`src/eihp_pkg.sv`:
```
// ----------------------------------------------------------------------------
// Ethernet/IPv4 header parser package
// Shared payload types, constants and one's-complement helper.
// ----------------------------------------------------------------------------
package eihp_pkg;

  localparam int unsigned MaxFrameBytes = 2048;
  localparam int unsigned PosW = $clog2(MaxFrameBytes + 1);

  localparam logic [15:0] EtypeIpv4 = 16'h0800;
  localparam logic [15:0] EtypeArp  = 16'h0806;
  localparam logic [7:0]  ProtoIcmp = 8'd1;
  localparam logic [7:0]  ProtoTcp  = 8'd6;
  localparam logic [7:0]  ProtoUdp  = 8'd17;

  localparam logic [1:0] EkUnknown = 2'd0;
  localparam logic [1:0] EkIpv4    = 2'd1;
  localparam logic [1:0] EkArp     = 2'd2;
  localparam logic [1:0] LkOther   = 2'd0;
  localparam logic [1:0] LkIcmp    = 2'd1;
  localparam logic [1:0] LkTcp     = 2'd2;
  localparam logic [1:0] LkUdp     = 2'd3;

  typedef struct packed {
    logic [7:0] frame_byte;
    logic       last_byte;
  } in_item_t;

  typedef struct packed {
    logic [1:0]  ether_kind;
    logic [1:0]  l4_kind;
    logic        ip_header_ok;
    logic        tcp_checksum_ok;
    logic [15:0] source_port;
    logic [15:0] dest_port;
    logic [31:0] sequence_number;
    logic [31:0] ack_number;
    logic [3:0]  tcp_flag_bits;
    logic [15:0] window_size;
    logic        arp_request;
    logic [7:0]  icmp_type;
  } out_item_t;

  // raw per-frame summary handed from the byte front end to the result stage
  typedef struct packed {
    logic [15:0] frame_type;
    logic [7:0]  protocol;
    logic [15:0] ip_sum;
    logic [15:0] tcp_sum;
    logic [15:0] seg_len;
    logic [31:0] ports;
    logic [63:0] seq_ack;
    logic [19:0] flags_win;
    logic        arp_req;
    logic [7:0]  icmp;
  } summary_t;

  function automatic logic [15:0] oc_add(input logic [15:0] a, input logic [15:0] w);
    logic [16:0] s;
    s = {1'b0, a} + {1'b0, w};
    return s[15:0] + {15'd0, s[16]};
  endfunction

endpackage

```
`src/eihp_front.sv`:
```
// ----------------------------------------------------------------------------
// Byte front end
// Tracks byte offset, captures header fields and runs both running sums.
// ----------------------------------------------------------------------------
module eihp_front (
  input  logic                clk,
  input  logic                rst_n,
  input  logic                take,
  input  eihp_pkg::in_item_t  item,
  output logic                done,
  output eihp_pkg::summary_t  summary
);

  logic [eihp_pkg::PosW-1:0] pos_r;
  logic [15:0] ftype_r, tlen_r, ipsum_r, tcpsum_r, lead_r;
  logic [5:0]  hlen_r;
  logic [7:0]  proto_r, pend_r, icmp_r;
  logic [31:0] ports_r;
  logic [63:0] seqack_r;
  logic [19:0] fw_r;
  logic        arp_r;

  logic [eihp_pkg::PosW-1:0] pos_nxt;
  logic [15:0] ftype_nxt, tlen_nxt, ipsum_nxt, tcpsum_nxt, lead_nxt;
  logic [5:0]  hlen_nxt;
  logic [7:0]  proto_nxt, pend_nxt, icmp_nxt;
  logic [31:0] ports_nxt;
  logic [63:0] seqack_nxt;
  logic [19:0] fw_nxt;
  logic        arp_nxt;

  logic [15:0] p, word, seglen, s, o, n;
  logic [7:0]  b;
  logic        odd, last, inrange;

  always_comb begin
    pos_nxt = pos_r; ftype_nxt = ftype_r; tlen_nxt = tlen_r; ipsum_nxt = ipsum_r;
    tcpsum_nxt = tcpsum_r; lead_nxt = lead_r; hlen_nxt = hlen_r; proto_nxt = proto_r;
    pend_nxt = pend_r; icmp_nxt = icmp_r; ports_nxt = ports_r; seqack_nxt = seqack_r;
    fw_nxt = fw_r; arp_nxt = arp_r;
    b = item.frame_byte; last = item.last_byte;
    p = 16'(pos_r);
    odd = p[0];
    word = odd ? {pend_r, b} : {b, 8'd0};
    inrange = 32'(pos_r) < eihp_pkg::MaxFrameBytes;
    seglen = '0; s = '0; o = '0; n = '0;
    if (inrange) begin
      pos_nxt = pos_r + 1'b1;
      if (p == 16'd12) ftype_nxt[15:8] = b;
      if (p == 16'd13) ftype_nxt[7:0] = b;
      if (p == 16'd14) hlen_nxt = {b[3:0], 2'b00};
      if (p == 16'd16) tlen_nxt[15:8] = b;
      if (p == 16'd17) tlen_nxt[7:0] = b;
      if (p == 16'd21) arp_nxt = (b == 8'd1);
      if (p == 16'd23) proto_nxt = b;
      seglen = tlen_nxt - {10'd0, hlen_nxt};
      s = 16'd14 + {10'd0, hlen_nxt};
      if (p >= 16'd14 && p < s && (odd || last)) ipsum_nxt = eihp_pkg::oc_add(ipsum_r, word);
      if (p >= 16'd26 && p <= 16'd33 && (odd || last))
        tcpsum_nxt = eihp_pkg::oc_add(tcpsum_nxt, word);
      // segment end compared in 17 bits: s plus length can pass 65535
      if (p >= 16'd18 && p >= s && ({1'b0, p} < ({1'b0, s} + {1'b0, seglen}))
          && (odd || last || ({1'b0, p} + 17'd1 == {1'b0, s} + {1'b0, seglen})))
        tcpsum_nxt = eihp_pkg::oc_add(tcpsum_nxt, word);
      if (p == 16'd15) lead_nxt = word;
      if (hlen_nxt == 6'd0 && p >= 16'd14 && p <= 16'd17 && (p == 16'd17 || last)) begin
        n = seglen;
        if (n >= 16'd2) tcpsum_nxt = eihp_pkg::oc_add(tcpsum_nxt, lead_nxt);
        else if (n == 16'd1) tcpsum_nxt = eihp_pkg::oc_add(tcpsum_nxt, {lead_nxt[15:8], 8'd0});
        if (n >= 16'd4) tcpsum_nxt = eihp_pkg::oc_add(tcpsum_nxt, tlen_nxt);
        else if (n == 16'd3) tcpsum_nxt = eihp_pkg::oc_add(tcpsum_nxt, {tlen_nxt[15:8], 8'd0});
      end
      o = p - s;
      if (p >= 16'd14 && p >= s && o < 16'd16) begin
        case (o[3:0])
          4'd0:  ports_nxt[31:24] = b;
          4'd1:  ports_nxt[23:16] = b;
          4'd2:  ports_nxt[15:8]  = b;
          4'd3:  ports_nxt[7:0]   = b;
          4'd4:  seqack_nxt[63:56] = b;
          4'd5:  seqack_nxt[55:48] = b;
          4'd6:  seqack_nxt[47:40] = b;
          4'd7:  seqack_nxt[39:32] = b;
          4'd8:  seqack_nxt[31:24] = b;
          4'd9:  seqack_nxt[23:16] = b;
          4'd10: seqack_nxt[15:8]  = b;
          4'd11: seqack_nxt[7:0]   = b;
          4'd13: fw_nxt[19:16] = {b[4], b[2], b[1], b[0]};
          4'd14: fw_nxt[15:8] = b;
          4'd15: fw_nxt[7:0] = b;
          default: ;
        endcase
        if (o == 16'd0) icmp_nxt = b;
      end
      if (!odd) pend_nxt = b;
    end
    summary.frame_type = ftype_nxt;
    summary.protocol   = proto_nxt;
    summary.ip_sum     = ipsum_nxt;
    summary.tcp_sum    = tcpsum_nxt;
    summary.seg_len    = tlen_nxt - {10'd0, hlen_nxt};
    summary.ports      = ports_nxt;
    summary.seq_ack    = seqack_nxt;
    summary.flags_win  = fw_nxt;
    summary.arp_req    = arp_nxt;
    summary.icmp       = icmp_nxt;
  end

  assign done = take && last;

  always_ff @(posedge clk) begin
    if (!rst_n || done) begin
      pos_r <= '0; ftype_r <= '0; tlen_r <= '0; ipsum_r <= '0; tcpsum_r <= '0;
      lead_r <= '0; hlen_r <= '0; proto_r <= '0; pend_r <= '0; icmp_r <= '0;
      ports_r <= '0; seqack_r <= '0; fw_r <= '0; arp_r <= 1'b0;
    end else if (take) begin
      pos_r <= pos_nxt; ftype_r <= ftype_nxt; tlen_r <= tlen_nxt; ipsum_r <= ipsum_nxt;
      tcpsum_r <= tcpsum_nxt; lead_r <= lead_nxt; hlen_r <= hlen_nxt; proto_r <= proto_nxt;
      pend_r <= pend_nxt; icmp_r <= icmp_nxt; ports_r <= ports_nxt; seqack_r <= seqack_nxt;
      fw_r <= fw_nxt; arp_r <= arp_nxt;
    end
  end

endmodule

```
`src/eihp_queue.sv`:
```
// ----------------------------------------------------------------------------
// Summary queue
// Two-entry queue of frame summaries between front end and result stage.
// ----------------------------------------------------------------------------
module eihp_queue (
  input  logic               clk,
  input  logic               rst_n,
  input  logic               wr,
  input  eihp_pkg::summary_t wdata,
  output logic               full,
  input  logic               rd,
  output logic               empty,
  output eihp_pkg::summary_t rdata
);

  eihp_pkg::summary_t mem_r [2];
  logic       wp_r, rp_r;
  logic [1:0] cnt_r;

  assign full  = cnt_r == 2'd2;
  assign empty = cnt_r == 2'd0;
  assign rdata = mem_r[rp_r];

  always_ff @(posedge clk) begin
    if (wr && !full) mem_r[wp_r] <= wdata;
  end

  always_ff @(posedge clk) begin
    if (!rst_n) begin
      wp_r <= 1'b0; rp_r <= 1'b0; cnt_r <= 2'd0;
    end else begin
      if (wr && !full) wp_r <= ~wp_r;
      if (rd && !empty) rp_r <= ~rp_r;
      cnt_r <= cnt_r + {1'b0, wr && !full} - {1'b0, rd && !empty};
    end
  end

endmodule

```
`src/eihp_back.sv`:
```
// ----------------------------------------------------------------------------
// Result stage
// Classifies a frame summary and gates the fields into a result.
// ----------------------------------------------------------------------------
module eihp_back (
  input  logic                clk,
  input  logic                rst_n,
  input  logic                q_empty,
  input  eihp_pkg::summary_t  q_data,
  output logic                q_rd,
  output logic                empty,
  input  logic                pop,
  output eihp_pkg::out_item_t data
);

  eihp_pkg::out_item_t res_r, res_nxt;
  logic        valid_r;
  logic [15:0] t;

  assign q_rd  = !q_empty && (!valid_r || pop);
  assign empty = !valid_r;
  assign data  = res_r;

  always_comb begin
    res_nxt = '0;
    t = eihp_pkg::oc_add(eihp_pkg::oc_add(q_data.tcp_sum, 16'h0006), q_data.seg_len);
    if (q_data.frame_type == eihp_pkg::EtypeIpv4) begin
      res_nxt.ether_kind = eihp_pkg::EkIpv4;
      case (q_data.protocol)
        eihp_pkg::ProtoIcmp: res_nxt.l4_kind = eihp_pkg::LkIcmp;
        eihp_pkg::ProtoTcp:  res_nxt.l4_kind = eihp_pkg::LkTcp;
        eihp_pkg::ProtoUdp:  res_nxt.l4_kind = eihp_pkg::LkUdp;
        default:             res_nxt.l4_kind = eihp_pkg::LkOther;
      endcase
      res_nxt.ip_header_ok = q_data.ip_sum == 16'hFFFF;
      if (res_nxt.l4_kind == eihp_pkg::LkTcp) begin
        res_nxt.tcp_checksum_ok = t == 16'hFFFF;
        res_nxt.sequence_number = q_data.seq_ack[63:32];
        res_nxt.tcp_flag_bits   = q_data.flags_win[19:16];
        res_nxt.ack_number      = q_data.flags_win[19] ? q_data.seq_ack[31:0] : 32'd0;
        res_nxt.window_size     = q_data.flags_win[15:0];
      end
      if (res_nxt.l4_kind == eihp_pkg::LkTcp || res_nxt.l4_kind == eihp_pkg::LkUdp) begin
        res_nxt.source_port = q_data.ports[31:16];
        res_nxt.dest_port   = q_data.ports[15:0];
      end
      if (res_nxt.l4_kind == eihp_pkg::LkIcmp) res_nxt.icmp_type = q_data.icmp;
    end else if (q_data.frame_type == eihp_pkg::EtypeArp) begin
      res_nxt.ether_kind  = eihp_pkg::EkArp;
      res_nxt.arp_request = q_data.arp_req;
    end
  end

  always_ff @(posedge clk) begin
    if (q_rd) res_r <= res_nxt;
  end

  always_ff @(posedge clk) begin
    if (!rst_n) valid_r <= 1'b0;
    else if (q_rd) valid_r <= 1'b1;
    else if (pop) valid_r <= 1'b0;
  end

endmodule

```
`src/ethernet_ipv4_header_parser.sv`:
```
// ----------------------------------------------------------------------------
// Ethernet/IPv4 header parser
// Streams a frame byte by byte and gives one summary request per frame.
// ----------------------------------------------------------------------------
// Push one frame byte per cycle, first destination-MAC byte first, and mark
// the final byte with last_byte; a final byte waits while in_full is high.
// On the last byte the front end hands a frame summary to a two-entry queue,
// and the result stage turns it into a classified result held in an output
// register until popped. The summary is written into the queue as the last
// byte is accepted, and the output register loads it from the queue when it
// is empty or being popped. full rises only when the queue and the output
// register are both occupied and another frame ends; bytes of a following
// frame keep flowing meanwhile.
// Bytes past the maximum frame length are dropped; absent fields read zero.
module ethernet_ipv4_header_parser (
  input  logic                clk,
  input  logic                rst_n,
  input  logic                in_push,
  output logic                in_full,
  input  eihp_pkg::in_item_t  in_data,
  output logic                out_empty,
  input  logic                out_pop,
  output eihp_pkg::out_item_t out_data
);

  logic               take, done, q_full, q_empty, q_rd;
  eihp_pkg::summary_t summary, q_data;

  // hold off only a final byte that has nowhere to go
  assign in_full = q_full && in_data.last_byte;
  assign take    = in_push && !in_full;

  eihp_front u_front (
    .clk(clk), .rst_n(rst_n), .take(take), .item(in_data),
    .done(done), .summary(summary)
  );

  eihp_queue u_queue (
    .clk(clk), .rst_n(rst_n), .wr(done), .wdata(summary), .full(q_full),
    .rd(q_rd), .empty(q_empty), .rdata(q_data)
  );

  eihp_back u_back (
    .clk(clk), .rst_n(rst_n), .q_empty(q_empty), .q_data(q_data), .q_rd(q_rd),
    .empty(out_empty), .pop(out_pop), .data(out_data)
  );

endmodule

```
`config.mk`:
```
export PLATFORM = sky130hd
export DESIGN_NAME = ethernet_ipv4_header_parser
export DESIGN_NICKNAME = d
export VERILOG_FILES = /design/src/eihp_pkg.sv /design/src/eihp_front.sv /design/src/eihp_queue.sv /design/src/eihp_back.sv /design/src/ethernet_ipv4_header_parser.sv
export SDC_FILE = /design/constraint.sdc
export NUM_CORES = 2
export LEC_CHECK = 0
export ABC_AREA = 1
export BUFFER_PORTS_ARGS = -buffer_cell sky130_fd_sc_hd__buf_2
export CORE_ASPECT_RATIO = 0.75
export CORE_MARGIN = 3
export CORE_UTILIZATION = 30
export CTS_CLUSTER_DIAMETER = 80
export DETAILED_ROUTE_END_ITERATION = 7
export GPL_TIMING_DRIVEN = 0
export PLACE_DENSITY = 0.42
export SLEW_MARGIN = 20
export SYNTH_ARGS = -nofsm -noshare
export SYNTH_HDL_FRONTEND = slang
export SYNTH_HIERARCHICAL = 1
export SYNTH_SLANG_ARGS = --single-unit
```
`constraint.sdc`:
```
create_clock -name clk -period 13 [get_ports clk]
set_clock_uncertainty 0.15 [all_clocks]
set_input_delay 1.3 -clock clk [delete_from_list [all_inputs] [get_ports clk]]
set_output_delay 1.3 -clock clk [all_outputs]
set_load 0.02 [all_outputs]
```
# Word level (Yosys, flattened, before mapping)

Memory sizes are Yosys's and may differ from the RTL's. A register that Yosys moved wholly into a read port is not among the register bits.
Cells that the tools add are included.
Widths: inputs -> output; s select.

Bitwise gates (word level): 4
Equal/unequal tests: 37
Muxes and demuxes: 65
Magnitude comparators: 12
Add/sub/neg operators: 27
Reduce and logical (&&, ||, !) cells: 41

Operators by type and width:

| cell                  | count |
|---|---|
| $mux 16               | 19 |
| $mux 8                | 25 |
| $add 16x16->17        | 9 |
| $add 16x1->16         | 9 |
| $mux 64               | 2 |
| $mux 32               | 2 |
| $eq 12x4->1 const B   | 4 |
| $eq 12x5->1 const B   | 4 |
| $mux 20               | 2 |
| $eq 16x12->1 const B  | 2 |
| $eq 16x16->1 const B  | 2 |
| $sub 16x6->16         | 2 |
| $eq 4x4->1 const B    | 7 |
| $ge 12x5->1 const B   | 2 |
| $logic_and 1x1->1     | 18 |
| $mux 6                | 3 |
| $add 16x3->17 const B | 1 |
| $eq 17x17->1          | 1 |
| $lt 12x17->1          | 1 |
| $eq 16x1->1 const B   | 1 |
| $eq 16x2->1 const B   | 1 |
| $eq 4x3->1 const B    | 4 |
| $eq 8x1->1 const B    | 2 |
| $ge 12x16->1          | 1 |
| other kinds (35)      | 62 |

Memories kept: 1
Register bits after elaboration: 375
Bits of input ports: 13
Output and inout bits: 133
Bits in writable memories: 394

Memory list:

| memory        | depth | bits a word | read ports | clocked after memory_dff | write ports | RTL line         | RTL |
|---|---|---|---|---|---|---|---|
| u_queue.mem_r | 2     | 197         | 1          | 1                        | 1           | eihp_queue.sv:16 | `eihp_pkg::summary_t mem_r [2];` |

# Longest topological paths before layout

Word-level depth: 22
Gate-level depth with buffers: 104

# Cells and area by module

The synthesis kept the hierarchy.

Modules (own cells, without submodules):

| module                      | cells an instance | times used | area an instance (µm²) |
|---|---|---|---|
| eihp_front                  | 3563              | 1          | 22258.8 |
| eihp_queue                  | 651               | 1          | 14995.6 |
| eihp_back                   | 840               | 1          | 7265.7 |
| ethernet_ipv4_header_parser | 4                 | 1          | 20.0 |

# Least setup slack after synthesis

OpenSTA, ideal clock, no wires.

Path kind: input-to-reg
From: input in_data[1] (netlist name)
To: memory u_queue/mem_r[0][153] (netlist name), data pin
Stages: 97
Setup time: 271 ps
Arrival: 13426 ps
Path buffers: 2
Path slack: -847 ps
Data required time: 12579 ps
Cells stage by stage: clkbuf_1 > nand2_1 > inv_1 > ha_1 > inv_1 > fa_1 > o31ai_1 > nand3_1 > nand2_1 > a21oi_1 > o21bai_1 > a21oi_1 > o21bai_1 > a21oi_1 > o21bai_1 > nand3_1 > nand2_1 > a21oi_1 > (+61 left out) > nand2_1 > ha_1 > ha_1 > nand2_1 > nor2_1 > inv_1 > nor2_1 > inv_1 > nor2_1 > nand4_1 > nor2_1 > nand4_1 > nand2_1 > nand3_1 > nand2_1 > nand2_1 > nand2_1 > o21ai_1

RTL lines:

| what            | RTL line                          | RTL |
|---|---|---|
| start, declared | ethernet_ipv4_header_parser.sv:20 | `input eihp_pkg::in_item_t in_data,` |
| end, declared   | eihp_queue.sv:16                  |  |

==> results.md <==
* Crit path arrival time at 14,040 ps
* Vias/cell at 4.699
* Largest net degree at the start of global routing at 86
* Library cells used by synthesis at 82
* R2R cell count at 100
* Sequential area share after synthesis at 0.4641
* Top cells by count, synth: 861 x inv_1, 685 x nand2_1, 525 x edfxtp_1
* Drt pass-1 iters at 6
* Wire per inst at 19.01 um
* Hold buffers post-CTS at 0
* Final WS setup at -765.5 ps
* CP required at 13,270 ps
* Synth-to-Final Area Change at 21.03%
* Post-DRT Antenna Nets at 0
* Post-layout min period at 13,770 ps
* Most frequently used flop master after synthesis: edfxtp_1
* Final RePlAce weighted congestion at 0.8687
* Fin. Hold Viols at 0
* Fillers at 14,960
* Setup crit end kind: flop
* Number of synthesized flops with an enable pin at 525
* Critical path type: in -> reg
* Mapped Area at 44,540 um^2
* Vert. Die Dim at 339.7 um
* Initial DRC Count at 2,814
* Clock buffer depth at 3
* Most numerous cell in the Yosys netlist: inv_1
* Max cap viols at 0
* Syn nets at 5,244
* Wirelength, routed at 143,000 um
* HP Class: reg -> reg
* Top post-synthesis cells by area: edfxtp_1 35%, dfxtp_1 11%, inv_1 7.3%
* Core footprint at 146,200 um^2
* Global-route wire length before repair at 212,700 um
* Clock Pin Slew Worst Setup and Hold Paths at 60 ps
* Status: finished, violations left
* Yosys warnings at 6
* Flop2flop setup slack at -670 ps
* Initial antenna violation count at 3
* # IOs at 146
* Final #Nets at 5,665
* Slew @ Worst Pin at 1262 ps
* Share of post-route cells with drive strength above 1 at 0.2160
* Asr flop ratio synth at 0
* Final period utilization at 1.059
* Worst Hold End: u_front/hlen_r[0]
* Vias in the first global route at 33,400
* Crit path largest cell delay at 480 ps
* Critical-path top delay cell: fa_1
* Fmax achieved at 72.65 MHz
* Pre-CTS WS at -4642 ps
* CTS sink cnt at 770
* Slew HR at 0.1497
* Root buffer cell: clkbuf_16
* Vias at 35,340
* Area share of the largest cell type after synthesis at 0.3540
* Leakage Power at 23.69 nW
* DP HPWL at 106,200 um
* Syn Area/Cell at 8.806 um^2
* CTS tree: built
* Total gr overflow at 0
* Failing checks: setup timing
* Crit-path most repeated cell: buf_4
* Initial Utilization at 0.3046
* HP Start: u_front/hlen_r[0]
* FF-to-FF End: u_queue/mem_r[1][145]
* Peak fanout along the critical path at 4
* Fin Hold WS at 311.0 ps
* Worst-Skew Late Latency at 720 ps
* PwrDens at 184.6 nW/um^2
* Number of buffers created by CTS at 86
* Die width at 450.9 um
* Cell accounting for the most synthesized area: edfxtp_1
* Final setup violation count at 42
* # rows at 121
* Tot GR Track Use at 0.1827
* Slew Viols, Final at 0
* Worst vdd ir at 0.0001109 V
* Post-Syn Instances at 5,058
* Worst Setup Start Kind: input port
* DRC viols at 0
* Synthesized flop and latch total at 770
* # H-tree levels at 3
* IO buf count at 140
* Die ar. at 153,200 um^2
* RSZ-0062 raised after global routing: yes
* FF-to-FF Start: u_front/pos_r[0]
* Hold path depth at 2
power by group:
group | internal (mW) | switching, mW
combinational | 1.51 | 2.71
sequential | 3.13 | 0.120
clock | 1.42 | 1.05
critical path: cells and delay by family:
kind,cells,cell delay (ps)
compound gates,28,4150
fa+ha+maj,9,2110
buf+inv,43,4500
simple gates,20,1910
layer usage:
metal / global-route usage / share of wire
met5: 0 / 0
met4: 0.04220 / 0.023
met3: 0.04134 / 0.061
met2: 0.2673 / 0.41
met1: 0.2711 / 0.50
layout make-up:
| type | instances | area (um^2) | share of cell area |
|---|---|---|---|
| clock buffer | 120 | 2401 | 0.04454 |
| multi-input combinational | 3208 | 20910 | 0.3880 |
| buffer | 172 | 1020 | 0.01892 |
| tap | 1968 | 2462 | 0.04568 |
| inverter | 905 | 3433 | 0.06369 |
| antenna | 1 | 2.502 | 0.00004642 |
| clock inverter | 41 | 464.2 | 0.008611 |
| sequential | 770 | 20670 | 0.3835 |
| timing repair buffer | 336 | 2537 | 0.04707 |
cell families after synthesis:
group | synth area share
AND/OR/NAND/NOR | 0.1796
buffers and inverters | 0.09711
AO/OA/AOI/OAI | 0.1148
flip-flops | 0.4641
multiplexers | 0.06076
adder cells (fa/ha/maj) | 0.05062
XOR/XNOR | 0.03304
layout by cell type, fill, tap and decap left out, types with 152 or more instances in the layout:
master	synthesis	layout
nand3_1	208	195
inv_1	861	840
buf_4	6	172
o21ai_0	410	365
edfxtp_1	525	525
buf_2	11	152
nor2_1	500	476
dfxtp_1	245	243
nand2_1	685	649
a21oi_1	403	382
flip-flops by register name, indices dropped and copies added (netlist names), named ones only:
signal / cells
u_back/valid_r: 1
u_front/proto_r: 8
u_front/hlen_r: 6
u_back/data: 131
u_front/tlen_r: 16
u_queue/wp_r: 1
u_front/arp_r: 1
u_front/tcpsum_r: 16
u_front/pend_r: 8
u_front/seqack_r: 64
u_front/fw_r: 20
u_front/ipsum_r: 16
u_front/ports_r: 32
u_queue/rp_r: 1
u_front/ftype_r: 16
u_front/pos_r: 12
u_front/lead_r: 16
u_queue/mem_r: 394
u_front/icmp_r: 8
u_queue/cnt_r: 2
per-stage QoR:
stage	cells	power, mW	setup TNS, ps	utilization	cell area [um^2]
CTS	7487	9.948	-18720	0.3643	53270
floorplan	5058	6.016	0	-	44620
finish	7521	9.951	-21150	0.3686	53910
global placement	7166	7.145	-1174710	0.3267	47780
global route	7521	10.60	-54100	0.3686	53910
detailed placement	7196	7.132	-202630	0.3311	48420
timing repair:
| action | 4_1_cts | 5_1_grt |
|---|---|---|
| endpoints found under the setup margin | 48 | 48 |
| hold endpoints to repair | 0 | 0 |
| pin swaps | 119 | 101 |
| setup buffers | 133 | 33 |
| cloned | 0 | 0 |
| resized for setup | 246 | 97 |
worst max-delay path by stage:
| stage | slack, ps | startpoint | depth (start not counted) | end |
|---|---|---|---|---|
| CTS | -730 | in_data[1] | 97 | u_queue/mem_r[1][153] |
| global route | -1460 | in_data[1] | 99 | u_queue/mem_r[1][145] |
| global placement | -5380 | in_data[2] | 91 | u_queue/mem_r[0][153] |
| floorplan | 6 | in_data[1] | 97 | u_queue/mem_r[0][153] |
| finish | -770 | in_data[1] | 100 | u_queue/mem_r[1][145] |
| detailed placement | -4640 | in_data[2] | 91 | u_queue/mem_r[1][153] |
Note: power is estimated with default switching activity, not from simulation.
